## config.mk

```make
export PLATFORM = sky130hd
export DESIGN_NAME = mst_cell
export DESIGN_NICKNAME = d
export VERILOG_FILES = /design/src/mst_pkg.sv /design/src/mst_cell.sv
export SDC_FILE = /design/constraint.sdc
export NUM_CORES = 1
export LEC_CHECK = 0
export BUFFER_PORTS_ARGS = -buffer_cell sky130_fd_sc_hd__buf_2
export CAP_MARGIN = 20
export CORE_MARGIN = 2
export CORE_UTILIZATION = 30
export DETAILED_ROUTE_END_ITERATION = 6
export SLEW_MARGIN = 20
export SYNTH_ARGS = -nofsm -noshare
export SYNTH_HDL_FRONTEND = slang
export SYNTH_SLANG_ARGS = --single-unit
```

## constraint.sdc

```tcl
create_clock -name clock -period 9.5 [get_ports clock]
set_input_delay 2.375 -clock clock [delete_from_list [all_inputs] [get_ports clock]]
set_output_delay 2.375 -clock clock [all_outputs]
set_load 0.02 [all_outputs]
```

## src/mst_pkg.sv

```systemverilog
// ----------------------------------------------------------------------------
// mst_pkg: shared types and constants of the multitouch slot tracker
// Slot count, field widths, event codes, register indexes and the structs
// that run between the top level and the row of slot cells.
// ----------------------------------------------------------------------------
`default_nettype none

package mst_pkg;

   // Slot row size
   localparam int SLOT_COUNT = 8;
   localparam int SLOT_IDX_W = (SLOT_COUNT > 1) ? $clog2(SLOT_COUNT) : 1;

   // Field widths
   localparam int FINGER_W   = 32;
   localparam int PANEL_X_W  = 11;
   localparam int PANEL_Y_W  = 10;
   localparam int RENDER_W   = 11;
   localparam int POS_W      = 19;
   localparam int EVENT_W    = 2;
   localparam int RSP_SLOT_W = 3;
   localparam int RPT_CNT_W  = 4;

   // Event codes
   localparam logic [EVENT_W-1:0] EV_START = 2'd0;
   localparam logic [EVENT_W-1:0] EV_MOVE  = 2'd1;
   localparam logic [EVENT_W-1:0] EV_END   = 2'd2;

   // Input word modes
   localparam logic MODE_REPORT = 1'b0;
   localparam logic MODE_EOF    = 1'b1;

   // Register indexes
   localparam logic CSR_RENDER_WIDTH  = 1'b0;
   localparam logic CSR_RENDER_HEIGHT = 1'b1;

   // Register reset values and frame limit
   localparam logic [RENDER_W-1:0]  RENDER_WIDTH_RST  = 11'd1280;
   localparam logic [RENDER_W-1:0]  RENDER_HEIGHT_RST = 11'd720;
   localparam logic [RPT_CNT_W-1:0] MAX_REPORTS       = 4'd8;
   localparam logic [POS_W-1:0]     POS_MAX           = 19'h7FFFF;

   typedef logic [POS_W-1:0]      pos_type;
   typedef logic [SLOT_IDX_W-1:0] slot_idx_type;
   typedef logic [RSP_SLOT_W-1:0] rsp_slot_type;

   // Broadcast from the sequencer to every cell
   typedef struct packed {
      logic                report;
      logic                eof_mark;
      logic                walk;
      logic [FINGER_W-1:0] finger;
      pos_type             x;
      pos_type             y;
   } cell_cmd_type;

   // Priority chain handed from cell to cell
   typedef struct packed {
      logic         hit;
      slot_idx_type hit_idx;
      logic         moved;
      logic         free;
      slot_idx_type free_idx;
      logic         pend;
      logic         pend2;
      slot_idx_type pend_idx;
      pos_type      pend_x;
      pos_type      pend_y;
   } chain_type;

endpackage

`default_nettype wire

```

## src/mst_cell.sv

```systemverilog
// ----------------------------------------------------------------------------
// mst_cell: one contact slot
// Holds a slot's finger, position and marks. Takes part in three priority
// chains (finger hit, lowest free slot, lowest pending end) and hands the
// chain word on to the next cell.
// ----------------------------------------------------------------------------
`default_nettype none

module mst_cell (
   input  wire logic                  clock,
   input  wire logic                  reset,
   input  wire mst_pkg::slot_idx_type cell_idx,
   input  wire mst_pkg::cell_cmd_type cmd,
   input  wire logic                  any_hit,
   input  wire mst_pkg::chain_type    chain_in,
   output mst_pkg::chain_type         chain_out
);

   logic                         active_ff, active_in;
   logic                         seen_ff, seen_in;
   logic                         pend_ff, pend_in;
   logic [mst_pkg::FINGER_W-1:0] finger_ff;
   mst_pkg::pos_type             x_ff, y_ff;
   logic                         match, hit_sel, free_sel, pend_sel;

   // Select this cell on each chain
   always_comb begin
      match    = active_ff && (finger_ff == cmd.finger);
      hit_sel  = cmd.report && match && !chain_in.hit;
      free_sel = cmd.report && !any_hit && !active_ff && !chain_in.free;
      pend_sel = cmd.walk && pend_ff && !chain_in.pend;
   end

   // Pass the chain word on, claiming it where this cell is first
   always_comb begin
      chain_out = chain_in;
      if (match && !chain_in.hit) begin
         chain_out.hit     = 1'b1;
         chain_out.hit_idx = cell_idx;
         chain_out.moved   = (x_ff != cmd.x) || (y_ff != cmd.y);
      end
      if (!active_ff && !chain_in.free) begin
         chain_out.free     = 1'b1;
         chain_out.free_idx = cell_idx;
      end
      if (pend_ff) begin
         if (chain_in.pend) begin
            chain_out.pend2 = 1'b1;
         end else begin
            chain_out.pend     = 1'b1;
            chain_out.pend_idx = cell_idx;
            chain_out.pend_x   = x_ff;
            chain_out.pend_y   = y_ff;
         end
      end
   end

   // Next slot marks
   always_comb begin
      active_in = active_ff;
      seen_in   = seen_ff;
      pend_in   = pend_ff;
      if (free_sel) begin
         active_in = 1'b1;
      end else if (pend_sel) begin
         active_in = 1'b0;
      end
      if (cmd.eof_mark) begin
         seen_in = 1'b0;
         pend_in = active_ff && !seen_ff;
      end else begin
         if (hit_sel || free_sel) begin
            seen_in = 1'b1;
         end
         if (pend_sel) begin
            pend_in = 1'b0;
         end
      end
   end

   always_ff @(posedge clock) begin
      if (reset) begin
         active_ff <= 1'b0;
         seen_ff   <= 1'b0;
         pend_ff   <= 1'b0;
      end else begin
         active_ff <= active_in;
         seen_ff   <= seen_in;
         pend_ff   <= pend_in;
      end
   end

   // Hold finger and position; write on start or on a hit
   always_ff @(posedge clock) begin
      if (free_sel) begin
         finger_ff <= cmd.finger;
      end
      if (free_sel || hit_sel) begin
         x_ff <= cmd.x;
         y_ff <= cmd.y;
      end
   end

endmodule

`default_nettype wire

```

; Word-level counts from Yosys, hierarchy flattened
; Index checks and enable logic that the tools add are counted.
[word_totals]
output_inout_bits = 52
register_bits = 73
elab_cells = 39
in_bits = 131
[classes]
n_reduce_logical = 22
eq_ne = 3
mux = 8
[ops]
columns = operator, count
row1 = $mux 43, 1
row2 = $mux 41, 1
row3 = $ne 19x19->1, 2
row4 = $eq 32x32->1, 1
row5 = $logic_and 1x1->1, 11
row6 = $logic_not 1->1, 6
row7 = $mux 5, 1
row8 = $mux 1, 4
row9 = $mux 4, 1
row10 = $reduce_bool 2->1, 2
row11 = $logic_or 1x1->1, 2
row12 = $reduce_or 2->1, 1

; Longest topological paths before layout
; Gate-level depths: netlist of run 1.
[logic_depth]
depth_word = 5
ltp_mapped = 5
depth_no_buf = 5

; Worst setup path before layout of run 1
; Ideal clock, no wire load.
[synth_path]
path_type = input -> register
start = input any_hit
end = register x_ff[0] (enable)
setup_time_ns = 0.400
arrival_ns = 7.205
path_buffers = 0
path_stages = 2
t_required_ns = 9.100
slack_ns = 1.895
path_cell_list = nor4b_1 > nand2b_1
[synth_via]
elab_chain_cells = 5
[synth_lines]
columns = element, line
row1 = "start, declared", mst_cell.sv:14  ; input wire logic any_hit,
row2 = $logic_not 1->1, mst_cell.sv:30  ; free_sel = cmd.report && !any_hit && !active_ff && !chain_in.free;
row3 = $logic_and 1x1->1 (3 in a row), mst_cell.sv:30
row4 = $logic_or 1x1->1, mst_cell.sv:98  ; if (free_sel || hit_sel) begin
row5 = "end signal, assigned", mst_cell.sv:99  ; x_ff <= cmd.x;
row6 = "end, declared", mst_cell.sv:23  ; mst_pkg::pos_type x_ff, y_ff;
; Every way passes these cells.
; A chain may end at the register's enable or synchronous reset.

==> results of run 1 <==
-- synth_stat cells, drive strengths merged --
cell	number	area [µm²]
a41o	1	11.3
nor3	3	15.0
nand3	2	10.0
nand4	14	93.8
a211oi	1	7.51
o221ai	3	26.3
xor2	4	35.0
nor2	5	18.8
clkbuf	1	3.75
nor4b	1	8.76
nor2b	6	37.5
xnor2	54	473
inv	10	37.5
edfxtp	70	2100
a31oi	1	6.26
nor4	6	58.8
nand2b	9	56.3
buf	4	15.0
mux2	48	541
a2111o	2	22.5
or2	1	6.26
and2b	2	16.3
o21ai	2	10.0
a21o	1	7.51
a221o	1	10.0
dfxtp	3	60.1
o2111ai	2	17.5
-- layout make-up --
type	count	area, µm²	area share
clock buffer	12	236	0.0463
timing repair buffer	183	918	0.180
sequential	73	2160	0.423
inverter	10	37.5	0.00735
clock inverter	4	43.8	0.00857
multi-input combinational	169	1500	0.294
tap	168	210	0.0411
-- registers in the layout (all words and copies together), names as in the netlist --
| signal | flops |
|---|---|
| pend_ff | 1 |
| x_ff | 19 |
| active_ff | 1 |
| seen_ff | 1 |
| finger_ff | 32 |
| y_ff | 19 |
-- logic make-up after synthesis --
logic type	count (synthesis)	synth area share
xor+xnor	58	0.137
flops	73	0.583
mux	48	0.146
simple gates	49	0.0867
compound gates	14	0.0321
buf+inv	15	0.0152
-- per-stage QoR --
step | total power [W] | hold WS (ns) | util | setup WS [ns]
3_3_place_gp | 0.000485 | 0.504 | 0.400 | 2.96
6_report | 0.000805 | 0.531 | 0.424 | 2.93
5_1_grt | 0.000836 | 0.596 | 0.424 | 2.85
3_5_place_dp | 0.000486 | 0.517 | 0.400 | 2.90
4_1_cts | 0.000817 | 0.531 | 0.424 | 2.90
2_1_floorplan | 0.000434 | 0.483 | - | 1.90
-- cells in the final DEF, fill, tap and decap left out, drive strengths merged, types with 5 or more instances in the layout --
master,netlist,final
xnor2,54,54
buf,4,183
mux2,48,48
inv,10,10
clkbuf,1,12
nand2b,9,9
nand4,14,14
edfxtp,70,70
nor4,6,6
nor2,5,5
nor2b,6,6
-- metal layers --
metal | part of all wire | vias to the layer above
li1 | - | 1345
met1 | 0.43 | 1272
met2 | 0.45 | 127
met3 | 0.094 | 13
met4 | 0.019 | 0
met5 | 0 | -
-- path summary, 6_finish.rpt --
path,endpoint,slack (ns),cells past startpoint
worst min-delay path,seen_ff$_SDFFE_PP0P_,0.53,2
worst max register to register,y_ff[10]$_DFFE_PP_,6.85,5
worst max-delay path,chain_out[47],2.93,7
worst min register to register,seen_ff$_SDFFE_PP0P_,0.53,2
-- where the power goes --
group	internal, W	total, W	leakage [nW]	switching, W
combinational	0.0000536	0.000108	1.22	0.0000547
clock	0.000202	0.000327	0.138	0.000125
sequential	0.000364	0.000370	0.666	0.00000561
-- worst min-delay path, stage by stage (launching register included) --
cell and delay (ns):
dfxtp_1 0.31, nor2_1 0.10, a211oi_1 0.07
==> metrics.log, run 1 <==
INFO  metric yosysSeqAreaShare = 0.583
INFO  metric number_of_vias_in_the_routed_layout = 2757
INFO  metric cp_max_fo = 4
INFO  metric pin_count_of_the_biggest_net_entering_global_routing = 43
INFO  metric cts.sinks = 73
INFO  metric ys_ff_latch = 73
INFO  metric io_pins = 183
INFO  metric gp_congestion = 0.732
INFO  metric critPathArrivalTime = 4.19 ns
INFO  metric maxCapViolations = 0
INFO  metric drt-initial-drc-count = 99
INFO  metric synth_cells = 257
INFO  metric dp.cells = 603
INFO  metric clock_skew = 0.00741 ns
INFO  metric vdd_drop_max = 0.0631 mV
INFO  metric pwr_density_cell = 158 nW/µm²
INFO  metric max_root_sink_buffers = 2
INFO  metric layout-drive-gt1-share = 0.550
INFO  metric crit_path_start_kind = input port
INFO  metric cpMaxStageDelayCell = a2111o_1
INFO  metric insertion_delay = 0.34 ns
INFO  metric dieArea = 13300 µm²
INFO  metric critical_path.cell_chain = buf_2, and2b_1, a2111o_1, nor4_4, nand4_2, mux2_1, buf_2
INFO  metric final_cycle_utilization_of_the_critical_path = 0.691
INFO  metric setup_repair_after_global_routing_missed_its_margin = no
INFO  metric global_route.usage.met2 = 0.219
INFO  metric timing.final.crit_period = 6.57 ns
INFO  metric num-nets-final = 577
INFO  metric num_antenna_cells = 0
INFO  metric post-cts-setup-buffer-count = 0
INFO  metric grt_usage = 0.137
INFO  metric cts-root-buf = clkbuf_16
INFO  metric synthesis.area_per_instance = 14.4 µm²
INFO  metric max_freq = 152 MHz
INFO  metric globalRouteMet1Util = 0.165
INFO  metric final_area = 5110 µm²
INFO  metric totalNegativeSetupSlack = 0 ns
INFO  metric die_width = 115 µm
INFO  metric setup-violations-final = 0
INFO  metric crit_top_cell = buf_2
INFO  metric worst_setup_startpoint = cmd[55]
INFO  metric route.final.wire_length = 9010 µm
INFO  metric run_status = finished clean
INFO  metric synth_cell_types = 32
INFO  metric drv_slew = 0
INFO  metric grt_first_pass_wirelength = 13600 µm
INFO  metric routedWlPerCell = 14.6 µm
INFO  metric placement_rows = 40
INFO  metric critPathCaptureType = primary output
INFO  metric grtUsageMet3 = 0.0501
INFO  metric cts_buffers = 9
INFO  metric avgViaCountPerCell = 4.45
INFO  metric grt_most_used_layer = met2
INFO  metric floorplan.initialDensity = 0.307
INFO  metric max_stage_delay = 0.43 ns
INFO  metric cp_top_family = simple AND/OR/NAND/NOR gates
INFO  metric worst_hold_startpoint = seen_ff$_SDFFE_PP0P_
INFO  metric final_hold_viol_count = 0
INFO  metric cts_hold_buf = 0
INFO  metric final_antenna_net_count = 0
INFO  metric p_leak = 2.02 nW
INFO  metric place.port_buffers = 182
INFO  metric timing.rr.start = finger_ff[25]$_DFFE_PP_
INFO  metric syn_area = 3710 µm²
INFO  metric grt_pass1_vias = 2726
INFO  metric critPathBufInv = 2
INFO  metric clkTransAtPathRegs = 0.05 ns
INFO  metric worstPathRequired = 7.13 ns
INFO  metric layout.filler_cells = 1163
INFO  metric postCtsResizedCells = 0
INFO  metric setup.worst_path.class = in2out
INFO  metric stdcell_count = 619
INFO  metric antenna_found_initial = 0
INFO  metric route.detailed.drc = 0
INFO  metric worstHoldPathType = reg2reg
INFO  metric post_dp_cell_area = 4830 µm²
INFO  metric globalRouteOverflowTotal = 0
INFO  metric transition_time_of_the_tightest_slew_check_pin = 1.00 ns
INFO  metric dp.final_hpwl = 7110 µm
INFO  metric drtPass1Iterations = 4
INFO  metric dieHeight = 115 µm
INFO  metric syn_to_final_growth = 37.8%
INFO  metric number_of_nets_produced_by_synthesis = 388
INFO  metric max-slew-margin-rel = 0.333
INFO  metric clock_tree.htree_level_count = 3
INFO  metric core = 12100 µm²
INFO  metric cts_tree = done
INFO  metric synthesis.yosys.warnings = 0
No activity file was read; power rests on OpenSTA's default activity.
==> inputs of run 2 (changes only) <==
- clock period: 9.5 -> 5.9 ns (I/O delays scaled with it)
==> run 2 against run 1 <==
  * Largest cell class unchanged
  * Design area increased by 0.86%
  * Critical endpoint is now chain_out[50]
  * Critical path depth did not move
  * Count of clock-buffer cells in the layout rose by 1
==> metrics.log, run 2 (same netlist as run 1, synthesis figures left out) <==
INFO  metric num-nets-final = 577
INFO  metric drt-initial-drc-count = 71
INFO  metric power.net_switching = 0.000295 W
INFO  metric transition_time_of_the_tightest_slew_check_pin = 1.01 ns
INFO  metric die_width = 115 µm
INFO  metric critPathBufInv = 2
INFO  metric cts_buffers = 9
INFO  metric antenna_found_initial = 0
INFO  metric pwr-share-comb = 0.131
INFO  metric pwr_density_cell = 262 nW/µm²
INFO  metric dieArea = 13300 µm²
INFO  metric core = 12100 µm²
INFO  metric layout-drive-gt1-share = 0.552
INFO  metric cpMaxStageDelayCell = nor4_2
INFO  metric cts_tree = done
INFO  metric grt_usage = 0.136
INFO  metric cp_max_fo = 4
INFO  metric clock_skew = 0.00944 ns
INFO  metric cts_hold_buf = 0
INFO  metric max_root_sink_buffers = 2
INFO  metric largest-register = finger_ff
INFO  metric dieHeight = 115 µm
INFO  metric most-common-layout-cells = buf_2 (182), edfxtp_1 (70), xnor2_1 (54)
INFO  metric place.port_buffers = 182
INFO  metric worstHoldPathType = reg2reg
INFO  metric cellInternalPower = 0.00105 W
INFO  metric run_status = finished clean
INFO  metric num_antenna_cells = 0
INFO  metric floorplan.initialDensity = 0.307
INFO  metric route.detailed.drc = 0
INFO  metric syn_to_final_growth = 39.0%
INFO  metric placement_rows = 40
INFO  metric crit_path_start_kind = input port
INFO  metric drv_slew = 0
INFO  metric power_frac_clock = 0.427
INFO  metric cts.sinks = 73
INFO  metric final_antenna_net_count = 0
INFO  metric max_freq = 216 MHz
INFO  metric cp_top_family = simple AND/OR/NAND/NOR gates
INFO  metric route.final.wire_length = 9060 µm
INFO  metric setup.worst_path.class = in2out
INFO  metric final_core_utilization = 0.427
INFO  metric pin_count_of_the_biggest_net_entering_global_routing = 43
INFO  metric grt_pass1_vias = 2738
INFO  metric drtPass1Iterations = 4
INFO  metric final_hold_viol_count = 0
INFO  metric gp_congestion = 0.766
INFO  metric max_stage_delay = 0.44 ns
INFO  metric critPathArrivalTime = 3.16 ns
INFO  metric setup-violations-final = 0
INFO  metric timing.final.crit_period = 4.63 ns
INFO  metric insertion_delay = 0.33 ns
INFO  metric p_leak = 2.04 nW
INFO  metric critical_path.cell_chain = buf_2, xnor2_1, nand4_1, nor4_2, nand4_2, mux2_1, buf_2
INFO  metric maxCapViolations = 0
INFO  metric totalNegativeSetupSlack = 0 ns
INFO  metric largest_register_ff_count = 32
INFO  metric number_of_vias_in_the_routed_layout = 2771
INFO  metric power.share.switching = 0.218
INFO  metric grt_first_pass_wirelength = 13600 µm
INFO  metric max-slew-margin-rel = 0.328
INFO  metric routedWlPerCell = 14.6 µm
INFO  metric cts-root-buf = clkbuf_16
INFO  metric io_pins = 183
INFO  metric largestRegisters = finger_ff: 32 flops, x_ff: 19 flops, y_ff: 19 flops
INFO  metric postCtsResizedCells = 0
INFO  metric worstPathRequired = 4.43 ns
INFO  metric vdd_drop_max = 0.0928 mV
INFO  metric dp.final_hpwl = 7180 µm
INFO  metric clkTransAtPathRegs = 0.05 ns
INFO  metric post-cts-setup-buffer-count = 0
INFO  metric layout.cells.most_common = buf_2
INFO  metric avgViaCountPerCell = 4.48
INFO  metric clock_tree.htree_level_count = 3
INFO  metric setup_repair_after_global_routing_missed_its_margin = no
INFO  metric globalRouteOverflowTotal = 0
INFO  metric critPathCaptureType = primary output
INFO  metric power.share.sequential = 0.441
INFO  metric final_cycle_utilization_of_the_critical_path = 0.785
INFO  metric crit_top_cell = buf_2
## run 2: layout make-up
class                      count  area [µm²]
fill                        1149        6910
sequential                    73        2160
multi-input combinational    169        1510
timing repair buffer         183         918
clock buffer                  13         250
tap                          168         210
clock inverter                 3        65.1
inverter                      10        37.5
## run 2: power groups by stage
stage | combinational [W] | clock [W] | sequential (W)
finish | 0.000177 | 0.000577 | 0.000596
global route | 0.000192 | 0.000616 | 0.000597
CTS | 0.000180 | 0.000596 | 0.000596
global placement | 0.000176 | 0 | 0.000606
detailed placement | 0.000179 | 0 | 0.000606
floorplan | 0.0000942 | 0 | 0.000604
## run 2: worst paths after layout
kind                      startpoint                   end  slack (ns)  cells past startpoint
max                          cmd[39]         chain_out[50]        1.27                      7
min             seen_ff$_SDFFE_PP0P_  pend_ff$_SDFFE_PP0P_        0.53                      3
min reg2reg     seen_ff$_SDFFE_PP0P_  pend_ff$_SDFFE_PP0P_        0.53                      3
max reg2reg  finger_ff[25]$_DFFE_PP_     y_ff[8]$_DFFE_PP_        3.32                      5
## run 2: per-stage QoR
step | hold WS (ns) | power (W) | worst slack [ns] | area, µm² | instances
floorplan | 0.483 | 0.000698 | 0.889 | 3710 | 257
global placement | 0.507 | 0.000782 | 1.26 | 4840 | 603
detailed placement | 0.517 | 0.000786 | 1.22 | 4840 | 603
CTS | 0.522 | 0.00137 | 1.22 | 5150 | 619
global route | 0.548 | 0.00141 | 1.13 | 5150 | 619
finish | 0.526 | 0.00135 | 1.27 | 5150 | 619
## run 2: metal layers
metal	vias up	global-route usage	part of all wire	wire [µm]
met5	-	0	0	0
met4	0	0.0602	0.013	116
met3	9	0.0416	0.073	659
met2	120	0.221	0.47	4240
met1	1297	0.167	0.45	4040
li1	1345	-	-	-
## run 2: worst min-delay path, delay by kind of cell, from the launching register on
family	cells	cell delay (ns)
DFF	1	0.31
AOI/OAI and AO/OA	1	0.07
buffers and inverters	1	0.05
and+or+nand+nor	1	0.07
==> inputs of run 3 (changes only) <==
- clock period: 5.9 -> 4 ns (I/O delays scaled with it)
==> run 3 against run 2 <==
  * Setup slack got worse by 1.0 ns
  * First-iteration DRC count increased by 46%
  * Combinational power increased by 49%
  * Non-clock buffer count rose by 3
  * Clock power up 44%
  * Critical endpoint unchanged
  * Largest cell class unchanged
  * Largest power group unchanged
  * Highest routed layer unchanged
==> metrics.log, run 3 (same netlist as run 1, synthesis figures left out) <==
INFO  metric largest_register_ff_count = 32
INFO  metric num-nets-final = 580
INFO  metric final_antenna_net_count = 0
INFO  metric pin_count_of_the_biggest_net_entering_global_routing = 39
INFO  metric rr_endpoint = y_ff[17]$_DFFE_PP_
INFO  metric critPathArrivalTime = 2.73 ns
INFO  metric place.port_buffers = 182
INFO  metric grt_first_pass_wirelength = 14200 µm
INFO  metric routedWlPerCell = 15.4 µm
INFO  metric dp.final_hpwl = 7750 µm
INFO  metric max-slew-margin-rel = 0.651
INFO  metric holdWs = 0.520 ns
INFO  metric power_frac_clock = 0.422
INFO  metric antenna_found_initial = 0
INFO  metric dieHeight = 115 µm
INFO  metric setup-violations-final = 0
INFO  metric transition_time_of_the_tightest_slew_check_pin = 0.524 ns
INFO  metric cts-root-buf = clkbuf_16
INFO  metric pwr-share-comb = 0.133
INFO  metric crit_path_start_kind = input port
INFO  metric clock_skew = 0.00923 ns
INFO  metric power.net_switching = 0.000448 W
INFO  metric drt-initial-drc-count = 104
INFO  metric dieArea = 13300 µm²
INFO  metric final_cycle_utilization_of_the_critical_path = 0.932
INFO  metric setup_repair_after_global_routing_missed_its_margin = no
INFO  metric globalRouteOverflowTotal = 0
INFO  metric pwr_density_cell = 381 nW/µm²
INFO  metric worstHoldPathType = reg2reg
INFO  metric num_antenna_cells = 0
INFO  metric worst_setup_path_endpoint = chain_out[50]
INFO  metric drv_slew = 0
INFO  metric drtPass1Iterations = 4
INFO  metric max_root_sink_buffers = 2
INFO  metric avgViaCountPerCell = 4.49
INFO  metric largest-register = finger_ff
INFO  metric worst_hold_startpoint = seen_ff$_SDFFE_PP0P_
INFO  metric critPathCaptureType = primary output
INFO  metric most-common-layout-cells = buf_2 (182), edfxtp_1 (70), xnor2_1 (54)
INFO  metric p_leak = 2.06 nW
INFO  metric power.share.sequential = 0.445
INFO  metric finalWorstSetupSlack = 0.271 ns
INFO  metric syn_to_final_growth = 40.0%
INFO  metric vdd_drop_max = 0.176 mV
INFO  metric floorplan.initialDensity = 0.307
INFO  metric cp_max_fo = 4
INFO  metric postCtsResizedCells = 0
INFO  metric run_status = finished clean
INFO  metric placement_rows = 40
INFO  metric cts_tree = done
INFO  metric cts.sinks = 73
INFO  metric route.detailed.drc = 0
INFO  metric totalNegativeSetupSlack = 0 ns
INFO  metric timing.rr.start = finger_ff[25]$_DFFE_PP_
INFO  metric cellInternalPower = 0.00153 W
INFO  metric insertion_delay = 0.33 ns
INFO  metric io_pins = 183
INFO  metric maxCapViolations = 0
INFO  metric layout.cells.most_common = buf_2
INFO  metric worstPathRequired = 3.00 ns
INFO  metric timing.final.crit_period = 3.73 ns
INFO  metric gp_congestion = 0.809
INFO  metric largestRegisters = finger_ff: 32 flops, x_ff: 19 flops, y_ff: 19 flops
INFO  metric final_core_utilization = 0.430
INFO  metric clock_tree.htree_level_count = 3
INFO  metric dpl_worst_slack = 0.241 ns
INFO  metric worst_setup_startpoint = cmd[55]
INFO  metric worst-r2r-cell-count = 6
INFO  metric number_of_vias_in_the_routed_layout = 2791
INFO  metric regToRegSetupSlack = 1.59 ns
INFO  metric route.final.wire_length = 9550 µm
INFO  metric final_hold_viol_count = 0
INFO  metric cts_buffers = 9
INFO  metric max_freq = 268 MHz
INFO  metric grt_usage = 0.144
INFO  metric layout-drive-gt1-share = 0.562
INFO  metric cts_hold_buf = 0
INFO  metric die_width = 115 µm
INFO  metric core = 12100 µm²
INFO  metric worstHoldPathCells = 2
INFO  metric clkTransAtPathRegs = 0.06 ns
INFO  metric setup.worst_path.class = in2out
INFO  metric power.share.switching = 0.227
INFO  metric grt_pass1_vias = 2763
INFO  metric post-cts-setup-buffer-count = 0
-- run 3: worst min path at each step --
stage | endpoint
after detailed placement | pend_ff$_SDFFE_PP0P_
final | seen_ff$_SDFFE_PP0P_
after global placement | seen_ff$_SDFFE_PP0P_
after floorplan | pend_ff$_SDFFE_PP0P_
after CTS | seen_ff$_SDFFE_PP0P_
after global routing | seen_ff$_SDFFE_PP0P_
-- run 3: power by group through the flow --
stage / Clock [W] / Combinational [W] / Sequential, W
2_1_floorplan: 0 / 0.000139 / 0.000891
3_3_place_gp: 0 / 0.000262 / 0.000894
3_5_place_dp: 0 / 0.000267 / 0.000894
4_1_cts: 0.000853 / 0.000267 / 0.000879
5_1_grt: 0.000883 / 0.000285 / 0.000881
6_report: 0.000833 / 0.000263 / 0.000879
-- run 3: cell type report --
type                            instances  area [µm²]
Inverter                               10        37.5
Multi-Input combinational cell        169        1510
Sequential cell                        73        2160
Timing Repair Buffer                  186         953
Fill cell                            1153        6870
Clock buffer                           12         267
Tap cell                              168         210
Clock inverter                          4        50.0
-- run 3: layer usage --
metal  share of wire  track usage
met2            0.46        0.238
met1            0.44        0.179
met4          0.0075       0.0386
met5               0            0
met3           0.085       0.0511
-- run 3: stage by stage --
step,power [W],area (µm²),std cells
floorplan,0.00103,3720,257
global placement,0.00116,4870,606
detailed placement,0.00116,4870,606
CTS,0.00200,5190,622
global route,0.00205,5190,622
finish,0.00197,5190,622
-- run 3: worst max-delay path, stage by stage --
cell      delay [ns]
buf_2           0.09
and2b_1         0.18
a2111o_1        0.42
nor4_4          0.23
nand4_2         0.26
mux2_1          0.38
buf_2           0.16
